### src/sv/rrl_pkg.sv
// shared types and constants for the rotating ring list
package rrl_pkg;

  localparam int CAPACITY = 64;

  typedef enum logic [1:0] {
    OP_INSERT = 2'd0,
    OP_REMOVE = 2'd1,
    OP_ROTATE = 2'd2,
    OP_SEARCH = 2'd3
  } op_t;

  typedef enum logic [1:0] {
    ST_OK    = 2'd0,
    ST_EMPTY = 2'd1,
    ST_FULL  = 2'd2
  } status_t;

  typedef enum logic [1:0] {
    S_IDLE,
    S_SCAN,
    S_HEAD_RD,
    S_HEAD_WAIT
  } seq_state_t;

  typedef struct packed {
    logic [1:0]         operation;
    logic signed [31:0] value;
  } rrl_in_t;

  typedef struct packed {
    logic signed [31:0] head_value;
    logic               head_valid;
    logic [6:0]         entry_count;
    logic               found;
    logic [1:0]         status;
  } rrl_out_t;

endpackage

### src/sv/rrl_store.sv
// ring store: one write port, one registered read port
module rrl_store #(
  parameter int DEPTH = rrl_pkg::CAPACITY,
  parameter int AW    = $clog2(DEPTH)
) (
  input  logic          clk,
  input  logic          wr_en,
  input  logic [AW-1:0] wr_addr,
  input  logic [31:0]   wr_data,
  input  logic [AW-1:0] rd_addr,
  output logic [31:0]   rd_data
);

  logic [31:0] mem [DEPTH];
  logic [31:0] rd_data_r;

  always_ff @(posedge clk) begin
    if (wr_en) begin
      mem[wr_addr] <= wr_data;
    end
    rd_data_r <= mem[rd_addr];
  end

  assign rd_data = rd_data_r;

endmodule

### src/sv/rrl_seq.sv
// sequencer: head and count registers, serial search compare, result build
module rrl_seq #(
  parameter int CAPACITY = rrl_pkg::CAPACITY,
  parameter int AW       = $clog2(CAPACITY),
  parameter int CW       = $clog2(CAPACITY + 1)
) (
  input  logic              clk,
  input  logic              rst_n,
  input  logic              start,
  input  rrl_pkg::rrl_in_t  in_data,
  output logic              busy,
  output logic              wr_en,
  output logic [AW-1:0]     wr_addr,
  output logic [31:0]       wr_data,
  output logic [AW-1:0]     rd_addr,
  input  logic [31:0]       rd_data,
  output logic              done,
  output rrl_pkg::rrl_out_t result
);

  localparam logic [AW-1:0] LastPos = AW'(CAPACITY - 1);
  localparam logic [CW-1:0] FullCnt = CW'(CAPACITY);

  rrl_pkg::seq_state_t state_r, state_nxt;
  logic [AW-1:0]       head_r, head_nxt;
  logic [CW-1:0]       count_r, count_nxt;
  logic [AW-1:0]       scan_pos_r, scan_pos_nxt;
  logic [CW-1:0]       scan_left_r, scan_left_nxt;
  logic signed [31:0]  val_r, val_nxt;
  rrl_pkg::status_t    status_r, status_nxt;
  logic                found_r, found_nxt;
  logic                cmp_vld_r, cmp_vld_nxt;
  logic [CW+6:0]       count_ext;

  function automatic logic [AW-1:0] pos_next(input logic [AW-1:0] pos);
    pos_next = (pos == LastPos) ? '0 : pos + 1'b1;
  endfunction

  function automatic logic [AW-1:0] pos_prev(input logic [AW-1:0] pos);
    pos_prev = (pos == '0) ? LastPos : pos - 1'b1;
  endfunction

  always_ff @(posedge clk) begin
    if (!rst_n) begin
      state_r   <= rrl_pkg::S_IDLE;
      head_r    <= '0;
      count_r   <= '0;
      cmp_vld_r <= 1'b0;
    end else begin
      state_r   <= state_nxt;
      head_r    <= head_nxt;
      count_r   <= count_nxt;
      cmp_vld_r <= cmp_vld_nxt;
    end
  end

  always_ff @(posedge clk) begin
    scan_pos_r  <= scan_pos_nxt;
    scan_left_r <= scan_left_nxt;
    val_r       <= val_nxt;
    status_r    <= status_nxt;
    found_r     <= found_nxt;
  end

  always_comb begin
    state_nxt     = state_r;
    head_nxt      = head_r;
    count_nxt     = count_r;
    scan_pos_nxt  = scan_pos_r;
    scan_left_nxt = scan_left_r;
    val_nxt       = val_r;
    status_nxt    = status_r;
    found_nxt     = found_r;
    cmp_vld_nxt   = 1'b0;
    wr_en         = 1'b0;
    wr_addr       = pos_prev(head_r);
    wr_data       = in_data.value;
    rd_addr       = head_r;
    done          = 1'b0;
    busy          = (state_r != rrl_pkg::S_IDLE);

    // shared compare, one stored entry per cycle
    if (cmp_vld_r && (rd_data == val_r)) begin
      found_nxt = 1'b1;
    end

    case (state_r)
      rrl_pkg::S_IDLE: begin
        if (start) begin
          val_nxt    = in_data.value;
          status_nxt = rrl_pkg::ST_OK;
          found_nxt  = 1'b0;
          state_nxt  = rrl_pkg::S_HEAD_RD;
          case (rrl_pkg::op_t'(in_data.operation))
            rrl_pkg::OP_INSERT: begin
              if (count_r == FullCnt) begin
                status_nxt = rrl_pkg::ST_FULL;
              end else begin
                wr_en     = 1'b1;
                head_nxt  = pos_prev(head_r);
                count_nxt = count_r + 1'b1;
              end
            end
            rrl_pkg::OP_REMOVE: begin
              if (count_r == '0) begin
                status_nxt = rrl_pkg::ST_EMPTY;
              end else begin
                head_nxt  = pos_next(head_r);
                count_nxt = count_r - 1'b1;
              end
            end
            rrl_pkg::OP_ROTATE: begin
              if (count_r != '0) begin
                head_nxt = pos_next(head_r);
              end
            end
            rrl_pkg::OP_SEARCH: begin
              if (count_r != '0) begin
                scan_pos_nxt  = head_r;
                scan_left_nxt = count_r;
                state_nxt     = rrl_pkg::S_SCAN;
              end
            end
            default: begin
              state_nxt = rrl_pkg::S_HEAD_RD;
            end
          endcase
        end
      end
      rrl_pkg::S_SCAN: begin
        rd_addr       = scan_pos_r;
        cmp_vld_nxt   = 1'b1;
        scan_pos_nxt  = pos_next(scan_pos_r);
        scan_left_nxt = scan_left_r - 1'b1;
        if (scan_left_r == CW'(1)) begin
          state_nxt = rrl_pkg::S_HEAD_RD;
        end
      end
      rrl_pkg::S_HEAD_RD: begin
        state_nxt = rrl_pkg::S_HEAD_WAIT;
      end
      rrl_pkg::S_HEAD_WAIT: begin
        done      = 1'b1;
        state_nxt = rrl_pkg::S_IDLE;
      end
      default: begin
        state_nxt = rrl_pkg::S_IDLE;
      end
    endcase
  end

  assign count_ext = {7'b0, count_r};

  always_comb begin
    result.head_valid  = (count_r != '0);
    result.head_value  = result.head_valid ? rd_data : '0;
    result.entry_count = count_ext[6:0];
    result.found       = found_r;
    result.status      = status_r;
  end

endmodule

### src/sv/rotating_ring_list_top.sv
// top level of the rotating ring list: store, sequencer and result register
//
//  channel  | ports                     | handshake
//  ---------+---------------------------+----------------------------------
//  request  | start, busy, in_data      | taken when start && !busy
//  result   | out_strobe, out_data      | one-cycle strobe, cannot stall
//
// every request passes the head read and head wait states and the result
// register; a search of a non-empty list first scans, the single compare
// unit checking one stored entry per cycle via the one registered read port
// busy stays high from accept until the result strobe; a new request can
// be taken in the strobe cycle
// reset (rst_n low, synchronous) empties the list; the store needs no clear
module rotating_ring_list_top #(
  parameter int CAPACITY = rrl_pkg::CAPACITY
) (
  input  logic              clk,
  input  logic              rst_n,
  input  logic              start,
  output logic              busy,
  input  rrl_pkg::rrl_in_t  in_data,
  output logic              out_strobe,
  output rrl_pkg::rrl_out_t out_data
);

  localparam int AW = $clog2(CAPACITY);
  localparam int CW = $clog2(CAPACITY + 1);

  // store port wiring
  logic          wr_en;
  logic [AW-1:0] wr_addr;
  logic [31:0]   wr_data;
  logic [AW-1:0] rd_addr;
  logic [31:0]   rd_data;

  // sequencer result, registered before it leaves the block
  logic              done;
  rrl_pkg::rrl_out_t result;
  logic              out_strobe_r;
  rrl_pkg::rrl_out_t out_data_r;

  rrl_store #(
    .DEPTH (CAPACITY),
    .AW    (AW)
  ) u_store (
    .clk     (clk),
    .wr_en   (wr_en),
    .wr_addr (wr_addr),
    .wr_data (wr_data),
    .rd_addr (rd_addr),
    .rd_data (rd_data)
  );

  rrl_seq #(
    .CAPACITY (CAPACITY),
    .AW       (AW),
    .CW       (CW)
  ) u_seq (
    .clk     (clk),
    .rst_n   (rst_n),
    .start   (start),
    .in_data (in_data),
    .busy    (busy),
    .wr_en   (wr_en),
    .wr_addr (wr_addr),
    .wr_data (wr_data),
    .rd_addr (rd_addr),
    .rd_data (rd_data),
    .done    (done),
    .result  (result)
  );

  // strobe is control, cleared by reset
  always_ff @(posedge clk) begin
    if (!rst_n) begin
      out_strobe_r <= 1'b0;
    end else begin
      out_strobe_r <= done;
    end
  end

  // result payload only loads with a finished request
  always_ff @(posedge clk) begin
    if (done) begin
      out_data_r <= result;
    end
  end

  assign out_strobe = out_strobe_r;
  assign out_data   = out_data_r;

endmodule

### config.mk
export PLATFORM = sky130hd
export DESIGN_NAME = rotating_ring_list_top
export DESIGN_NICKNAME = d
export VERILOG_FILES = /design/src/sv/rrl_pkg.sv /design/src/sv/rrl_store.sv /design/src/sv/rrl_seq.sv /design/src/sv/rotating_ring_list_top.sv
export SDC_FILE = /design/constraint.sdc
export NUM_CORES = 2
export LEC_CHECK = 0
export ABC_CLOCK_PERIOD_IN_PS = 6200
export BUFFER_PORTS_ARGS = -buffer_cell sky130_fd_sc_hd__buf_2
export CORE_ASPECT_RATIO = 1.75
export CORE_MARGIN = 5
export CORE_UTILIZATION = 50
export CTS_BUF_LIST = sky130_fd_sc_hd__clkbuf_4
export DETAILED_ROUTE_END_ITERATION = 12
export PLACE_DENSITY = 0.65
export RECOVER_POWER = 50
export SLEW_MARGIN = 20
export SYNTH_ARGS = -nofsm -noshare
export SYNTH_HDL_FRONTEND = slang
export SYNTH_SLANG_ARGS = --single-unit
### constraint.sdc
create_clock -name clk -period 6.2 [get_ports clk]
set_clock_uncertainty 0.2 [all_clocks]
set_input_delay 0.62 -clock clk [delete_from_list [all_inputs] [get_ports clk]]
set_output_delay 0.62 -clock clk [all_outputs]
set_load 0.03 [all_outputs]
-- Word-level counts from Yosys, hierarchy flattened
Memory sizes are Yosys's and may differ from the RTL's. A register that Yosys moved wholly into a read port is not among the register bits.
Cells that the tools add are included.
- $add $sub $neg: 6
- equal/unequal tests: 18
- multiplexer cells: 38
- reduce and logical (&&, ||, !) cells: 15
- operators with widths (operator ; number):
    $mux W6 ; 10
    $mux W7 ; 5
    $eq A32 B32 Y1 ; 1
    $pmux W7 S2 ; 2
    $pmux W6 S3 ; 1
    $sub A7 B1 Y7 const B ; 2
    $add A6 B1 Y6 const B ; 2
    $eq A6 B6 Y1 const B ; 2
    $mux W1 ; 12
    $ne A2 B2 Y1 const B ; 6
    $pmux W6 S2 ; 1
    $mux W2 ; 5
    $eq A2 B2 Y1 const B ; 4
    $pmux W2 S4 ; 1
    $add A7 B1 Y7 const B ; 1
    $eq A7 B1 Y1 const B ; 1
    $eq A7 B7 Y1 const B ; 1
    $logic_not A7 Y1 ; 1
    $reduce_bool A7 Y1 ; 1
    $logic_not A6 Y1 ; 1
    $reduce_and A6 Y1 ; 1
    $reduce_bool A2 Y1 ; 3
    $sub A6 B1 Y6 const B ; 1
    $reduce_and A5 Y1 ; 1
    other kinds (8) ; 11
- register bits after elaboration: 108
- RAM bits: 2048
- bits of input ports: 37
- output and inout port bits: 45
- logic and storage cells: 93
- memories: 1
- memories (memory ; words ; width ; rd ports ; clocked after Yosys merged registers in ; write ports ; RTL line ; source):
    u_store.mem ; 64 ; 32 ; 1 ; 1 ; 1 ; rrl_store.sv:14 ; logic [31:0] mem [DEPTH];

-- Logic depth before layout (Yosys ltp)
- depth in word-level cells: 7
- depth in mapped cells: 14
- depth with buffers taken out: 11

-- By module
A second synthesis with hierarchy kept.
- cells, all modules: 3778
- area total of the unflattened synthesis: 83871.7 um^2
- by module, submodules not included (module ; instances ; cells each ; area each (um^2) ; sequential area each (um^2)):
    rrl_store ; 1 ; 3324 ; 78515.3 ; 62139.6
    rrl_seq ; 1 ; 409 ; 4038.9 ; 1751.7
    rotating_ring_list_top ; 1 ; 45 ; 1317.5 ; 1311.3

-- Least setup slack after synthesis
Ideal clock, no wire load.
- path type: input to register
- from: input start
- to: memory u_store.mem[1][0] (enable)
- library setup time: 0.421 ns
- data arrival time: 4.079 ns
- required time: 5.579 ns
- path slack: 1.500 ns
- stages: 7
- path buffers: 1
- path through: and2_1 -> clkbuf_1 -> nand2_1 -> a21oi_1 -> a21boi_0 -> nand3_1 -> nor2_1
- cells in the longest elaborated chain, start to end: 4
- ends and longest elaborated chain (item ; RTL line ; source):
    start, declared ; rotating_ring_list_top.sv:19 ; input logic start,
    $mux W1 ; rrl_seq.sv:89 ; if (start) begin
    $mux W1 ; rrl_seq.sv:87 ; case (state_r)
    $mux W1 ; rrl_store.sv:18 ; if (wr_en) begin
    $mux W1 (not written as such) ; rrl_store.sv:19 ; mem[wr_addr] <= wr_data;
    end, declared ; rrl_store.sv:14 ;
No other way between the ends.

-- Final worst setup path
- from: register u_seq.state_r[1]
- to: register u_store.rd_data_r[29], in the netlist u_store.rd_data[29] (read register of u_store.mem)
- cells in the longest elaborated chain, start to end: 2
- ends and longest elaborated chain (item ; RTL line ; source):
    start, declared ; rrl_seq.sv:24 ; rrl_pkg::seq_state_t state_r, state_nxt;
    start signal, assigned ; rrl_seq.sv:45 ; state_r <= rrl_pkg::S_IDLE;
    start signal, assigned ; rrl_seq.sv:50 ; state_r <= state_nxt;
    $eq A2 B1 Y1 ; rrl_seq.sv:87 ;
    $mux W6 ; rrl_seq.sv:87 ;
    end, declared ; rrl_store.sv:15 ; logic [31:0] rd_data_r;
No other way between the ends.
A chain may end at the register's enable or synchronous reset.

==> summary.txt <==
Setup path
  – Bufs and invs on worst path: 3
  – Worst-path maximum fanout: 39
  – Number of cells traversed by the worst register-to-register path: 11
  – Largest incremental delay on the critical path: 0.89 ns
  – Required @ worst endpoint: 7.02 ns
  – Worst setup path class: register to register
  – Startpoint Class: register
  – Critical path's top delay family: simple AND/OR/NAND/NOR gates
  – Endpoint kind of the worst setup timing path: register
  – Slowest stage cell, crit path: sky130_fd_sc_hd__nor4_1
  – Critical path cell sequence: inv_1, ha_2, nand3_1, nand2_4, buf_4, buf_4, o21bai_1, a41oi_1, a221oi_1, nor4_1, a31oi_1
  – Setup slack of the worst register-to-register path: 0.94 ns
  – Critical path data arrival time: 6.08 ns
  – Endpoint of the lowest-slack register-to-register path: u_store.rd_data[29]
  – Start of the worst register-to-register path: u_seq.state_r[1]
  – Most frequent CP cell: sky130_fd_sc_hd__buf_4

GRT
  – Global-route wire length before repair: 400.5 mm
  – Total grt overflow: 0
  – Initial antenna violation count: 10
  – Overall global routing resource usage: 29.52%
  – Via count of the first global-routing pass: 60250
  – Largest net degree at the start of global routing: 108

Placed design
  – HPWL after detailed placement: 166.2 mm
  – Worst setup slack before clock tree synthesis: 1.200 ns
  – Number of buffer cells added on primary ports: 81
  – Final weighted congestion in routability-driven placement: 0.8833

Synth
  – Count of flip-flops with a built-in enable after synthesis: 2138
  – YS warnings: 0
  – Syn avg cell area: 13.32 sq um
  – Sequential fraction of the synthesis area: 74.39%
  – Count of cell types in the netlist: 65
  – #FFs+latches synth: 2188
  – Nets in the synthesized netlist: 6639
  – Fraction of registers with async set/reset: 0%
  – Post-synth top flop: sky130_fd_sc_hd__edfxtp_1
  – Post-synthesis cell area: 87650 sq um
  – Gate count after technology mapping: 6582

STA
  – Final number of setup-violating endpoints: 0
  – Slew at the pin with the worst max-slew slack: 4.312 ns
  – Peak clock frequency supported by timing: 190.2 MHz
  – Final Max Tran Viols: 2198
  – Worst relative slew slack: -187.4%
  – Unrepaired setup endpoints after global routing: no
  – Count of final hold-check violations: 0
  – Setup TNS: 0 ns
  – Worst Hold Slack: 0.1335 ns
  – Min Tclk post-route: 5.258 ns
  – Post-layout worst setup margin: 0.9421 ns
  – Period utilization: 84.81%

Clock tree
  – H-tree levels: 5
  – Number of buffers inserted by post-CTS setup repair: 0
  – Clock tree buffer depth: 4
  – Number of CTS-inserted buffers: 466
  – Clock insertion delay at the later pin of the skew report: 1.28 ns
  – Total of hold buffers inserted after clock tree synthesis: 39
  – Post-cts repair resize count: 0
  – Post-CTS clock slew at the launch and capture registers of the worst setup and hold paths: 0.08 ns
  – Clock tree from TritonCTS: yes
  – Cell chosen for the clock root: sky130_fd_sc_hd__clkbuf_4
  – Number of sinks handled by clock tree synthesis: 2188

Route
  – First-iteration detailed-routing DRC count: 7132
  – Wirelength, routed: 280.6 mm
  – Drt via density: 6.340
  – Routed wirelength normalized by instance count: 29.17 um
  – # DRC: 0
  – First-pass iteration count of the detailed router: 6
  – Antenna Nets Post-Route: 0
  – Via total after detailed routing: 60970

Power and ir drop
  – Leakage power of the design: 32.09 nW
  – Power per unit of standard cell area: 389.2 nW/um^2
  – Total power draw: 0.03826 W
  – Largest voltage drop on the vdd net: 0.0002209 V

Min path
  – Path category of the worst min-delay check: input port to register
  – Hold Path Depth: 3
  – Worst hold start: rst_n
  – Worst hold path endpoint: u_seq.count_r[5]

Cells and area
  – Share of layout cells above drive strength 1: 14.81%
  – Net count, final: 7040
  – Area growth from synthesis to final layout: 12.15%

Run status
  – Outcome: finished with violations
  – Failing checks: capacitance limit, slew limit

Flow run
  – Number of maximum-capacitance constraint violations: 34

Die
  – Count of boundary I/O pins: 82
  – Starting Density: 50.23%
  – Row count: 203
  – CORE AREA: 174500 sq um
  – DIE HEIGHT: 563.9 um
  – Area of the die: 184100 sq um
  – Horiz. Die Dim: 326.5 um
worst max path at each step:
stage / end / slack (ns) / depth (start not counted) / start
after floorplan: u_store.mem[1][0] / 1.50 / 7 / start
after global placement: u_store.rd_data[0] / 0.81 / 11 / u_seq.state_r[1]
after detailed placement: u_store.rd_data[29] / 1.20 / 10 / u_seq.state_r[1]
after CTS: u_store.rd_data[29] / 1.06 / 10 / u_seq.state_r[1]
after global routing: u_store.rd_data[0] / 0.80 / 11 / u_seq.state_r[1]
final: u_store.rd_data[29] / 0.94 / 11 / u_seq.state_r[1]
report_power, final:
group,switching (W),internal [W]
combinational,0.00762,0.00286
clock,0.00553,0.00516
sequential,0.000439,0.0167
logic make-up (layout without fill, tap and decap cells):
logic type / after synthesis / after routing / share of synthesized area, %
simple gates: 2211 / 2211 / 10.19
flops: 2188 / 2188 / 74.39
compound gates: 1651 / 1651 / 12.20
buf+inv: 447 / 1213 / 2.246
xor+xnor: 50 / 50 / 0.4996
fa+ha+maj: 20 / 20 / 0.2941
mux: 15 / 15 / 0.1813
other cells: 0 / 14 / 0
layout by cell type, fill, tap and decap left out, types with 18 or more instances in the layout:
| master | netlist | layout |
|---|---|---|
| sky130_fd_sc_hd__nor2_1 | 1414 | 1347 |
| sky130_fd_sc_hd__o221ai_1 | 83 | 83 |
| sky130_fd_sc_hd__a22oi_1 | 21 | 21 |
| sky130_fd_sc_hd__nand3_1 | 144 | 144 |
| sky130_fd_sc_hd__inv_1 | 34 | 34 |
| sky130_fd_sc_hd__o21ai_0 | 648 | 648 |
| sky130_fd_sc_hd__o211ai_1 | 119 | 119 |
| sky130_fd_sc_hd__nand2_1 | 461 | 458 |
| sky130_fd_sc_hd__nand4_1 | 49 | 49 |
| sky130_fd_sc_hd__o21bai_1 | 183 | 183 |
| sky130_fd_sc_hd__nor3_1 | 29 | 29 |
| sky130_fd_sc_hd__and2_1 | 45 | 34 |
| sky130_fd_sc_hd__edfxtp_1 | 2138 | 2138 |
| sky130_fd_sc_hd__ha_1 | 19 | 18 |
| sky130_fd_sc_hd__buf_4 | 2 | 149 |
| sky130_fd_sc_hd__clkbuf_4 | 0 | 651 |
| sky130_fd_sc_hd__nand2b_1 | 33 | 33 |
| sky130_fd_sc_hd__clkbuf_1 | 181 | 34 |
| sky130_fd_sc_hd__o2111ai_1 | 128 | 128 |
| sky130_fd_sc_hd__nor2_4 | 0 | 65 |
| sky130_fd_sc_hd__clkinv_1 | 0 | 127 |
| sky130_fd_sc_hd__a21oi_1 | 179 | 179 |
| sky130_fd_sc_hd__dlygate4sd3_1 | 0 | 39 |
| sky130_fd_sc_hd__buf_2 | 172 | 71 |
| sky130_fd_sc_hd__dfxtp_1 | 50 | 50 |
| sky130_fd_sc_hd__a221oi_1 | 53 | 53 |
| sky130_fd_sc_hd__o22ai_1 | 69 | 68 |
| sky130_fd_sc_hd__buf_12 | 0 | 50 |
| sky130_fd_sc_hd__xnor2_1 | 41 | 41 |
| sky130_fd_sc_hd__clkinv_2 | 0 | 33 |
| sky130_fd_sc_hd__a31oi_1 | 44 | 44 |
synthesized netlist by cell type (34+ instances only):
master	count	area share [%]
sky130_fd_sc_hd__a31oi_1	44	0.31
sky130_fd_sc_hd__o22ai_1	69	0.49
sky130_fd_sc_hd__nor2_1	1414	6.1
sky130_fd_sc_hd__o211ai_1	119	1.0
sky130_fd_sc_hd__buf_2	172	0.98
sky130_fd_sc_hd__a21oi_1	179	1.0
sky130_fd_sc_hd__edfxtp_1	2138	73
sky130_fd_sc_hd__inv_1	34	0.15
sky130_fd_sc_hd__o2111ai_1	128	1.3
sky130_fd_sc_hd__nand2_1	461	2.0
sky130_fd_sc_hd__xnor2_1	41	0.41
sky130_fd_sc_hd__o221ai_1	83	0.83
sky130_fd_sc_hd__o21ai_0	648	3.7
sky130_fd_sc_hd__and2_1	45	0.32
sky130_fd_sc_hd__clkbuf_1	181	0.78
sky130_fd_sc_hd__nand3_1	144	0.82
sky130_fd_sc_hd__nand4_1	49	0.35
sky130_fd_sc_hd__dfxtp_1	50	1.1
sky130_fd_sc_hd__a221oi_1	53	0.53
sky130_fd_sc_hd__buf_1	49	0.21
sky130_fd_sc_hd__o21bai_1	183	1.6
worst register-to-register path, stage by stage (launching register included):
cell	delay, ns
sky130_fd_sc_hd__dfxtp_1	0.35
sky130_fd_sc_hd__inv_1	0.10
sky130_fd_sc_hd__ha_2	0.87
sky130_fd_sc_hd__nand3_1	0.31
sky130_fd_sc_hd__nand2_4	0.53
sky130_fd_sc_hd__buf_4	0.47
sky130_fd_sc_hd__buf_4	0.33
sky130_fd_sc_hd__o21bai_1	0.11
sky130_fd_sc_hd__a41oi_1	0.47
sky130_fd_sc_hd__a221oi_1	0.27
sky130_fd_sc_hd__nor4_1	0.89
sky130_fd_sc_hd__a31oi_1	0.08
sequential cells by signal, indices dropped and copies added (netlist names):
signal / count
u_seq.found_r: 1
u_seq.count_r: 7
u_store.rd_data: 32
out_data: 43
u_seq.state_r: 2
u_seq.head_r: 6
u_seq.scan_left_r: 7
u_seq.scan_pos_r: 6
u_store.mem: 2048
u_seq.val_r: 32
u_seq.status_r: 2
out_strobe: 1
u_seq.cmp_vld_r: 1
area by class of cell:
class	count	area, sq um
tap	2255	2821
antenna	14	35.03
clock inverter	182	959.7
inverter	34	127.6
clock buffer	651	4887
multi-input combinational	3947	21190
timing repair buffer	346	3075
sequential	2188	65200
fill	13970	76200
per-stage QoR:
| step | instances | utilization, % | cell area (sq um) |
|---|---|---|---|
| 6_report | 9617 | 56.33 | 98300 |
| 5_1_grt | 9608 | 56.32 | 98270 |
| 4_1_cts | 9603 | 56.39 | 98390 |
| 3_5_place_dp | 8731 | 52.81 | 92150 |
| 3_3_place_gp | 8715 | 52.60 | 91780 |
| 2_1_floorplan | 6582 | - | 87650 |
routing by layer:
metal  global-route usage, %  vias up  routed length [um]
met1                   34.73    30230               95040
li1                        -    25870                   -
met2                   50.37     3973              138400
met3                   5.924      887               27970
met4                   17.67        6               19120
met5                       0        -                  36
(Power assumes the default switching activity.)
